--- src/hw/rtl/circular_ordered_list_engine_unit_assert.svh ---
`ifndef CIRCULAR_ORDERED_LIST_ENGINE_UNIT_ASSERT_SVH
`define CIRCULAR_ORDERED_LIST_ENGINE_UNIT_ASSERT_SVH

// Same-cycle implication, checked outside reset.
`define COLE_ASSERT_NOW(lbl, ante, cons, msg) \
  lbl: assert property (@(posedge clk) disable iff (!rst_n) (ante) |-> (cons)) \
    else $error(msg);

// Next-cycle implication, checked outside reset.
`define COLE_ASSERT_NEXT(lbl, ante, cons, msg) \
  lbl: assert property (@(posedge clk) disable iff (!rst_n) (ante) |=> (cons)) \
    else $error(msg);

`endif

--- src/hw/rtl/cole_pkg.sv ---
package cole_pkg;

  localparam int CAPACITY = 64;
  localparam int SLOT_W   = (CAPACITY > 1) ? $clog2(CAPACITY) : 1;
  localparam int LEN_W    = $clog2(CAPACITY + 1);
  localparam int VAL_W    = 32;
  localparam int COUNT_W  = 7;

  typedef logic [SLOT_W-1:0]       slot_t;
  typedef logic [LEN_W-1:0]        len_t;
  typedef logic signed [VAL_W-1:0] value_t;
  typedef logic [COUNT_W-1:0]      count_t;

  localparam logic CMD_APPEND = 1'b0;
  localparam logic CMD_REMOVE = 1'b1;

endpackage

--- src/hw/rtl/circular_ordered_list_engine_unit.sv ---
// Append: an empty or full list goes straight to the result state; any other list
// first links the new slot behind the tail. Remove: an empty list goes straight to
// the result; else the head is read, then links walk one a cycle past the head.
// An output stall holds the result in both. Next word is taken in the cycle after
// the result loads. Reset clears head, tail, count and slot occupancy; the value
// and link memories are not cleared and are only read after being written.
`include "circular_ordered_list_engine_unit_assert.svh"

module circular_ordered_list_engine_unit
  import cole_pkg::*;
(
  input  logic   clk,
  input  logic   rst_n,
  input  logic   in_valid,
  output logic   in_stall,
  input  logic   in_command,
  input  value_t in_value,
  output logic   out_valid,
  input  logic   out_stall,
  output logic   out_accepted,
  output logic   out_found,
  output value_t out_removed_value,
  output count_t out_entry_count
);

  localparam logic [2:0] S_IDLE     = 3'd0;
  localparam logic [2:0] S_APP_LINK = 3'd1;
  localparam logic [2:0] S_HEAD     = 3'd2;
  localparam logic [2:0] S_WALK     = 3'd3;
  localparam logic [2:0] S_FIN      = 3'd4;

  localparam len_t FULL_LEN = LEN_W'(CAPACITY);

  // Slot store
  value_t val_mem_r  [CAPACITY];
  slot_t  link_mem_r [CAPACITY];
  value_t rd_val_r;
  slot_t  rd_link_r;

  logic [2:0]          state_r, state_nxt;
  logic [CAPACITY-1:0] used_r, used_nxt;
  slot_t               head_r, head_nxt;
  slot_t               tail_r, tail_nxt;
  len_t                len_r, len_nxt;
  slot_t               prev_r, prev_nxt;
  slot_t               cur_r, cur_nxt;
  slot_t               new_r, new_nxt;
  value_t              key_r, key_nxt;
  logic                res_acc_r, res_acc_nxt;
  logic                res_fnd_r, res_fnd_nxt;
  value_t              res_val_r, res_val_nxt;

  logic   out_valid_r;
  logic   out_acc_r;
  logic   out_fnd_r;
  value_t out_val_r;
  count_t out_cnt_r;

  slot_t  free_slot;
  slot_t  rd_addr;
  logic   val_we;
  logic   link_we;
  slot_t  link_waddr;
  slot_t  link_wdata;
  logic   out_load;

  // Lowest free slot
  always_comb begin
    free_slot = '0;
    for (int i = CAPACITY - 1; i >= 0; i--) begin
      if (!used_r[i]) begin
        free_slot = SLOT_W'(i);
      end
    end
  end

  assign out_load = (state_r == S_FIN) && (!out_valid_r || !out_stall);

  always_comb begin
    state_nxt   = state_r;
    used_nxt    = used_r;
    head_nxt    = head_r;
    tail_nxt    = tail_r;
    len_nxt     = len_r;
    prev_nxt    = prev_r;
    cur_nxt     = cur_r;
    new_nxt     = new_r;
    key_nxt     = key_r;
    res_acc_nxt = res_acc_r;
    res_fnd_nxt = res_fnd_r;
    res_val_nxt = res_val_r;
    rd_addr     = head_r;
    val_we      = 1'b0;
    link_we     = 1'b0;
    link_waddr  = free_slot;
    link_wdata  = head_r;
    unique case (state_r)
      S_IDLE: begin
        if (in_valid) begin
          key_nxt     = in_value;
          res_acc_nxt = 1'b1;
          res_fnd_nxt = 1'b0;
          res_val_nxt = '0;
          if (in_command == CMD_APPEND) begin
            if (len_r == FULL_LEN) begin
              res_acc_nxt = 1'b0;
              state_nxt   = S_FIN;
            end else begin
              val_we              = 1'b1;
              link_we             = 1'b1;
              used_nxt[free_slot] = 1'b1;
              len_nxt             = len_r + LEN_W'(1);
              if (len_r == '0) begin
                // sole entry links to itself
                link_wdata = free_slot;
                head_nxt   = free_slot;
                tail_nxt   = free_slot;
                state_nxt  = S_FIN;
              end else begin
                new_nxt   = free_slot;
                state_nxt = S_APP_LINK;
              end
            end
          end else if (len_r == '0) begin
            state_nxt = S_FIN;
          end else begin
            rd_addr   = head_r;
            state_nxt = S_HEAD;
          end
        end
      end
      S_APP_LINK: begin
        link_we    = 1'b1;
        link_waddr = tail_r;
        link_wdata = new_r;
        tail_nxt   = new_r;
        state_nxt  = S_FIN;
      end
      S_HEAD: begin
        if (rd_val_r == key_r) begin
          res_fnd_nxt      = 1'b1;
          res_val_nxt      = key_r;
          used_nxt[head_r] = 1'b0;
          len_nxt          = len_r - LEN_W'(1);
          if (len_r == LEN_W'(1)) begin
            head_nxt = '0;
            tail_nxt = '0;
          end else begin
            // close the ring past the old head
            head_nxt   = rd_link_r;
            link_we    = 1'b1;
            link_waddr = tail_r;
            link_wdata = rd_link_r;
          end
          state_nxt = S_FIN;
        end else if (rd_link_r == head_r) begin
          state_nxt = S_FIN;
        end else begin
          prev_nxt  = head_r;
          cur_nxt   = rd_link_r;
          rd_addr   = rd_link_r;
          state_nxt = S_WALK;
        end
      end
      S_WALK: begin
        if (rd_val_r == key_r) begin
          res_fnd_nxt     = 1'b1;
          res_val_nxt     = key_r;
          used_nxt[cur_r] = 1'b0;
          len_nxt         = len_r - LEN_W'(1);
          link_we         = 1'b1;
          link_waddr      = prev_r;
          link_wdata      = rd_link_r;
          if (tail_r == cur_r) begin
            tail_nxt = prev_r;
          end
          state_nxt = S_FIN;
        end else if (rd_link_r == head_r) begin
          state_nxt = S_FIN;
        end else begin
          // advance one entry
          prev_nxt = cur_r;
          cur_nxt  = rd_link_r;
          rd_addr  = rd_link_r;
        end
      end
      S_FIN: begin
        if (out_load) begin
          state_nxt = S_IDLE;
        end
      end
      default: begin
        state_nxt = S_IDLE;
      end
    endcase
  end

  always_ff @(posedge clk) begin
    if (val_we) begin
      val_mem_r[free_slot] <= in_value;
    end
    if (link_we) begin
      link_mem_r[link_waddr] <= link_wdata;
    end
    rd_val_r  <= val_mem_r[rd_addr];
    rd_link_r <= link_mem_r[rd_addr];
  end

  always_ff @(posedge clk) begin
    if (!rst_n) begin
      state_r     <= S_IDLE;
      used_r      <= '0;
      head_r      <= '0;
      tail_r      <= '0;
      len_r       <= '0;
      out_valid_r <= 1'b0;
    end else begin
      state_r <= state_nxt;
      used_r  <= used_nxt;
      head_r  <= head_nxt;
      tail_r  <= tail_nxt;
      len_r   <= len_nxt;
      if (out_load) begin
        out_valid_r <= 1'b1;
      end else if (!out_stall) begin
        out_valid_r <= 1'b0;
      end
    end
  end

  always_ff @(posedge clk) begin
    prev_r    <= prev_nxt;
    cur_r     <= cur_nxt;
    new_r     <= new_nxt;
    key_r     <= key_nxt;
    res_acc_r <= res_acc_nxt;
    res_fnd_r <= res_fnd_nxt;
    res_val_r <= res_val_nxt;
    if (out_load) begin
      out_acc_r <= res_acc_r;
      out_fnd_r <= res_fnd_r;
      out_val_r <= res_val_r;
      out_cnt_r <= COUNT_W'(len_r);
    end
  end

  assign in_stall          = (state_r != S_IDLE);
  assign out_valid         = out_valid_r;
  assign out_accepted      = out_acc_r;
  assign out_found         = out_fnd_r;
  assign out_removed_value = out_val_r;
  assign out_entry_count   = out_cnt_r;

  `COLE_ASSERT_NOW(a_len_bound, 1'b1, len_r <= FULL_LEN, "list length above capacity")
  `COLE_ASSERT_NOW(a_len_matches_used, 1'b1,
                   $countones(used_r) == 32'(len_r), "occupancy and length disagree")
  `COLE_ASSERT_NOW(a_empty_ends, len_r == '0, (head_r == '0) && (tail_r == '0),
                   "empty list with nonzero head or tail")
  `COLE_ASSERT_NOW(a_ends_used, len_r != '0, used_r[head_r] && used_r[tail_r],
                   "head or tail slot not in use")
  `COLE_ASSERT_NEXT(a_accept_busy, in_valid && !in_stall, state_r != S_IDLE,
                    "accepted word did not start work")

endmodule
--- config.mk ---
export PLATFORM = sky130hd
export DESIGN_NAME = circular_ordered_list_engine_unit
export DESIGN_NICKNAME = d
export VERILOG_FILES = /design/src/hw/rtl/cole_pkg.sv /design/src/hw/rtl/circular_ordered_list_engine_unit.sv
export VERILOG_INCLUDE_DIRS = /design/src /design/src/hw/rtl
export SDC_FILE = /design/constraint.sdc
export NUM_CORES = 2
export LEC_CHECK = 0
export BUFFER_PORTS_ARGS = -buffer_cell sky130_fd_sc_hd__clkbuf_2
export CAP_MARGIN = 40
export CORE_UTILIZATION = 40
export CTS_BUF_LIST = sky130_fd_sc_hd__clkbuf_8
export DETAILED_ROUTE_END_ITERATION = 8
export HOLD_SLACK_MARGIN = 0.1
export SKIP_LAST_GASP = 1
export SYNTH_ARGS = -nofsm -noshare
export SYNTH_HDL_FRONTEND = slang
export SYNTH_SLANG_ARGS = --single-unit
--- constraint.sdc ---
create_clock -name clk -period 5.2 [get_ports clk]
set_clock_uncertainty 0.2 [all_clocks]
set_input_delay 0 -clock clk [delete_from_list [all_inputs] [get_ports clk]]
set_output_delay 0 -clock clk [all_outputs]
set_load 0.05 [all_outputs]
### After elaboration in Yosys (flattened, before gate mapping)

Memories as Yosys holds them, arrays and structs flattened. A register that Yosys moved wholly into a read port is not among the register bits.
Index checks and enable logic that the tools add are counted.

* register bits after elaboration: 212
* RAM bits: 2432
* output and inout port bits: 43
* logic and storage cells: 232
* memories kept: 2

* add/sub/neg operators: 2
* order comparisons: 6
* equal/unequal tests: 25
* multiplexer cells: 144
* bitwise operators: 10
* reductions and logical operators: 26

Memory list
* val_mem_r: words 64, bits a word 32, read ports 1, clocked after Yosys merged registers in 1, write ports 1, line circular_ordered_list_engine_unit.sv:35 `value_t val_mem_r [CAPACITY];`
* link_mem_r: words 64, bits a word 6, read ports 1, clocked after Yosys merged registers in 1, write ports 1, line circular_ordered_list_engine_unit.sv:36 `slot_t link_mem_r [CAPACITY];`

Operators by type and width (number)
* $mux W6: 91
* $mux W64: 5
* $pmux W64 S3: 1
* $and A64 B64 Y64: 2
* $not A64 Y64: 2
* $mux W32: 2
* $or A64 B64 Y64: 1
* $pmux W32 S2: 1
* $pmux W6 S4: 2
* $eq A32 B32 Y1: 1
* $mux W3: 10
* $mux W7: 4
* $ne A2 B2 Y1 const B: 13
* $pmux W6 S2: 2
* $lt A6 B7 Y1 const B: 3
* $demux W1 S6: 3
* $ge A6 B1 Y1 const B: 3
* $mux W1: 18
* $pmux W6 S3: 1
* $pmux W3 S5: 1
* $reduce_and A5 Y1: 3
* $pmux W7 S2: 1
* $eq A6 B6 Y1: 2
* $reduce_and A3 Y1: 3
* 24 further kinds: 38

### Logic depth before layout (Yosys ltp)

* depth after elaboration: 73
* mapped depth: 14
* gate-level depth less buffers: 11

### Worst setup path after synthesis

No wires, ideal clock.

* path type: register to register
* start: register key_r[21]
* end: memory link_mem_r[0][3] (netlist bit), data pin
* setup time: 702 ps
* arrival time: 4545 ps
* slack: -246 ps
* stages on the path, launching flop included: 10
* period minus slack after synthesis: 5446 ps
* cells stage by stage: edfxtp_1 -> xnor2_1 -> nand4_1 -> nor4_4 -> nand2_2 -> clkbuf_1 -> a21oi_1 -> a221o_1 -> a21oi_1 -> o21ai_0

* cells in the longest elaborated chain, start to end: 3
* elaborated cells on any way between the ends: 4

Ends and longest elaborated chain
* from (decl): line circular_ordered_list_engine_unit.sv:48 `value_t key_r, key_nxt;`
* from (signal assigned): line circular_ordered_list_engine_unit.sv:235 `key_r <= key_nxt;`
* $eq A32 B32 Y1 *: line circular_ordered_list_engine_unit.sv:140, circular_ordered_list_engine_unit.sv:166
* $mux W6 (on tied branches): line circular_ordered_list_engine_unit.sv:166, circular_ordered_list_engine_unit.sv:140
* $pmux W6 S4 *: line circular_ordered_list_engine_unit.sv:97 `unique case (state_r)`
* named net link_wdata[3]: line circular_ordered_list_engine_unit.sv:64 `slot_t link_wdata;`
* to (decl): line circular_ordered_list_engine_unit.sv:36

Mark *: on every way through the listed nets, which the timed path passes. The rest lies on a longest branch.

### Worst setup path in the final report

* start: register key_r[18]
* end: register rd_val_r[17] (read register of val_mem_r)

* cells in the longest elaborated chain, start to end: 3

Ends and longest elaborated chain
* $eq A32 B32 Y1: line circular_ordered_list_engine_unit.sv:140, circular_ordered_list_engine_unit.sv:166
* $mux W6: line circular_ordered_list_engine_unit.sv:140 `if (rd_val_r == key_r) begin`
* $mux W6
* to (decl): line circular_ordered_list_engine_unit.sv:37 `value_t rd_val_r;`

No other way between the ends.
A chain may end at the register's enable or synchronous reset.

==> impl_summary.txt <==
----------------------------------------------------
[GRT]
  First-pass GRT wire length ... 486,000 µm
  Number of antenna violations at the first check in global routing ... 18
  Remaining global-route overflow ... 0
  Global-route usage over all layers ... 0.246
  Maximum number of pins on one net before global-route repair ... ~100
  Vias in the first global route ... 69,100

[Worst setup path]
  Peak fanout along the critical path ... 34
  CP endpoint kind ... register
  Launching element of the worst setup path ... key_r[18]
  Worst Setup Path Type ... reg2reg
  Startpoint class of the critical path ... register
  WP data arrival ... 5.81 ns
  Reg2Reg Launch Point ... key_r[18]
  Worst Path Required ... 5.83 ns

[Synthesis]
  Sequential fraction of the synthesis area ... 0.741
  Synthesis warning total ... 0
  Cell area after technology mapping ... around 110,000 µm²
  Commonest register cell after synthesis ... sky130_fd_sc_hd__edfxtp_1
  FF+latch count, synth ... approximately 2,700
  Number of instances in the synthesized netlist ... 7,993
  EDFF count, synth ... 2,557
  Fraction of synthesis flops using an asynchronous set or reset pin ... 0
  Mapped Avg Cell Area ... 13.4 µm²
  Count of cell types in the netlist ... 70
  Net count after synthesis ... 8,033

[Route]
  Routed vias ... 72,900
  Count of nets left with antenna violations after detail routing ... 0
  Detailed Routing Iterations Pass 1 ... 9
  DR WL/cell ... 27.4 µm
  Detail-routed via count per cell ... between 5 and 6
  Initial DRC count ... 9,426
  Total wire length ... 341,000 µm
  Post-detailed-route DRC marker count ... 0

[Timing]
  Number of endpoints with negative hold slack in the final report ... 0
  Count of final setup violators ... 0
  Tcrit/Tclk final ... 0.998
  Worst Tran Pin Value ... 0.964 ns
  Worst slew margin relative to its limit ... 0.358
  Worst Hold Slack ... 0.188 ns
  Fmax ... 0.193 GHz
  Final number of max-transition violations ... 0
  Worst Setup Slack, final ... 0.0128 ns
  Final Critical Period ... roughly 5.2 ns
  Setup repair after global routing missed its margin ... no

[Clock network]
  TritonCTS Buffers ... 422
  Clock root buffer ... sky130_fd_sc_hd__clkbuf_8
  Buffers inserted by post-CTS timing repair ... 0
  Clock slew at reported path FFs ... 0.06 ns
  CTS max path bufs ... 4
  Clock latency reported for the late side of the worst-skew pair ... 1.06 ns
  Number of levels the H-tree was split into ... 5
  CTS tree ... done
  Clk sink count ... 2,682

[Floorplan]
  Die width ... 519 µm
  Area of the die ... ~270,000 µm²
  Starting Density ... 0.403
  Area of the placeable core ... 266,000 µm²
  Die H ... 519 µm
  Top-Level Pins ... 80
  Site Rows ... approximately 190

[Place]
  I/O Buffers ... slightly below 80
  Instance area at placement ... 116,000 µm²
  Final weighted congestion in routability-driven placement ... 0.891
  Post-DP HPWL ... ~190,000 µm
  Worst slack at placement ... -0.318 ns

[Pwr]
  Total chip power ... 63.6 mW
  Leakage Power ... 42.8 nW
  Worst-case vdd ir drop ... 0.420 mV
  Power Dens Cells ... 511 nW/µm²

[Finish]
  Synthesis-to-finish area growth ... 16.1%
  Layout cell share with drive strength beyond 1 ... 0.151
  Non-Filler Cell Area, Final ... ~120,000 µm²
  Nets@finish ... 8,571

[Min path]
  Worst hold path startpoint ... in_valid
  Worst Hold Class ... in2reg

[Run status]
  Status ... finished clean

[Flow run]
  Maximum capacitance violations ... 0

----------------------------------------------------
## area by class of cell
| cell class | instances | area (µm²) |
|---|---|---|
| repair buffers | 671 | 6430 |
| clock buffers | 453 | 6230 |
| diodes | 9 | 22.5 |
| well taps | 3533 | 4420 |
| inverters | 28 | 105 |
| multi-input cells | 4726 | 26200 |
| fillers | 23200 | 141000 |
| flip-flops and latches | 2682 | 79300 |
| clock inverters | 310 | 1630 |
## final timing paths
kind | cells after the start | slack, ns | to
max | 14 | 0.01 | rd_val_r[17]
min | 5 | 0.19 | res_val_r[3]
max reg2reg | 14 | 0.01 | rd_val_r[17]
min reg2reg | 0 | 0.22 | out_removed_value[20]
## per-stage QoR
stage | cells | util | setup TNS (ns)
detailed placement | 11600 | 0.435 | -0.852
CTS | 12400 | 0.468 | 0
global placement | 11500 | 0.435 | -2.51
global route | 12400 | 0.468 | 0
floorplan | 7993 | - | 0
finish | 12400 | 0.468 | 0
## cell usage after synthesis (6+ instances only)
library cell / instances / share of area
sky130_fd_sc_hd__nand2b_1: 13 / 0.00076
sky130_fd_sc_hd__nor2_1: 244 / 0.0086
sky130_fd_sc_hd__a211oi_1: 7 / 0.00049
sky130_fd_sc_hd__buf_1: 24 / 0.00084
sky130_fd_sc_hd__nand3b_1: 10 / 0.00070
sky130_fd_sc_hd__or3_1: 6 / 0.00035
sky130_fd_sc_hd__a222oi_1: 7 / 0.00065
sky130_fd_sc_hd__o22a_1: 6 / 0.00049
sky130_fd_sc_hd__inv_1: 27 / 0.00095
sky130_fd_sc_hd__and2_1: 40 / 0.0023
sky130_fd_sc_hd__o211a_1: 6 / 0.00056
sky130_fd_sc_hd__edfxtp_1: 2557 / 0.72
sky130_fd_sc_hd__xor2_1: 10 / 0.00082
sky130_fd_sc_hd__clkbuf_1: 422 / 0.015
sky130_fd_sc_hd__or4_1: 8 / 0.00056
sky130_fd_sc_hd__dfxtp_1: 125 / 0.023
sky130_fd_sc_hd__nor2b_1: 10 / 0.00058
sky130_fd_sc_hd__o2111ai_1: 40 / 0.0033
sky130_fd_sc_hd__a21oi_1: 52 / 0.0024
sky130_fd_sc_hd__nor4_1: 49 / 0.0029
sky130_fd_sc_hd__xnor2_1: 41 / 0.0034
sky130_fd_sc_hd__a31oi_1: 13 / 0.00076
sky130_fd_sc_hd__o221a_2: 95 / 0.010
sky130_fd_sc_hd__o21ai_0: 53 / 0.0025
sky130_fd_sc_hd__nand3_1: 42 / 0.0020
sky130_fd_sc_hd__mux2i_1: 8 / 0.00075
sky130_fd_sc_hd__o41ai_1: 109 / 0.0089
sky130_fd_sc_hd__nand2_1: 2510 / 0.088
sky130_fd_sc_hd__o22ai_1: 12 / 0.00070
sky130_fd_sc_hd__nor3_1: 18 / 0.00084
sky130_fd_sc_hd__o21ai_1: 6 / 0.00028
sky130_fd_sc_hd__nand4_1: 35 / 0.0020
sky130_fd_sc_hd__a311oi_1: 592 / 0.048
sky130_fd_sc_hd__and3_1: 593 / 0.035
sky130_fd_sc_hd__a21o_1: 6 / 0.00042
sky130_fd_sc_hd__mux4_2: 10 / 0.0021
sky130_fd_sc_hd__or2_2: 7 / 0.00041
sky130_fd_sc_hd__buf_2: 108 / 0.0050
## where the power goes
part	leakage [nW]	switching (mW)	total [mW]	internal, mW
registers	24.2	0.539	25.5	24.9
logic	14.0	14.3	21.2	6.98
clock network	4.60	8.32	16.9	8.53
total	42.8	23.1	63.6	40.4
## cells in the final DEF (no fill, tap or decap), drive strengths merged, types with 8 or more instances in the layout
master       instances
and3               593
nand3               42
nor2               244
clkinv             134
nand2b              13
a21oi               53
and2                40
o22ai               12
nor3                18
o21ai               59
a311oi             592
nand2             2511
buf                517
xnor2               41
nand4               35
or4                  8
bufinv              10
dlygate4sd3         74
edfxtp            2557
o2111ai             40
nor2b               10
diode                9
mux4                10
clkbuf             532
xor2                10
nor4                51
o41ai              109
a31oi               13
inv                190
dfxtp              125
mux2i               10
o221a               95
nand3b              10
## what timing repair did
action	CTS	global route
cloned	0	0
gates resized for setup	3	3
endpoints found under the setup margin	11	11
endpoints found under the hold margin	2422	0
hold buffers	74	0
## state kept, by name (all words and copies together) (netlist names), 7 cells and up
signal             flops
out_entry_count        7
res_val_r             32
link_mem_r           384
key_r                 32
rd_val_r              32
out_removed_value     32
len_r                  7
val_mem_r           2048
used_r                64
## worst max-delay path, cell delays in order, from the launching register on
cell                        delay [ns]
sky130_fd_sc_hd__edfxtp_1         0.59
sky130_fd_sc_hd__xnor2_1          0.32
sky130_fd_sc_hd__nand4_1          0.20
sky130_fd_sc_hd__nor4_4           0.49
sky130_fd_sc_hd__buf_4            0.25
sky130_fd_sc_hd__nand2_2          0.07
sky130_fd_sc_hd__o311a_2          0.28
sky130_fd_sc_hd__mux2_8           0.53
sky130_fd_sc_hd__buf_12           0.21
sky130_fd_sc_hd__buf_12           0.22
sky130_fd_sc_hd__buf_4            0.23
sky130_fd_sc_hd__a311oi_1         0.12
sky130_fd_sc_hd__o41ai_1          0.68
sky130_fd_sc_hd__buf_2            0.27
sky130_fd_sc_hd__o2111ai_1        0.24
## metal layers
metal  wire [µm]  GRT usage  part of all wire
met5          19          0          0.000056
met2      154000      0.382              0.45
met3       35700     0.0512              0.10
met1      139000      0.341              0.41
met4       12400     0.0867             0.036
## kinds of logic (layout without fill, tap and decap cells)
group           Yosys count  count (layout)  synth area share
fa+ha+maj                 3               3          0.000351
buf+inv                 585            1462            0.0219
compound gates         1054            1054            0.0838
xor+xnor                 51              51           0.00417
mux                      24              24           0.00361
flops                  2682            2682             0.741
other cells               0               9                 0
simple gates           3594            3594             0.146
(Power assumes the default switching activity.)
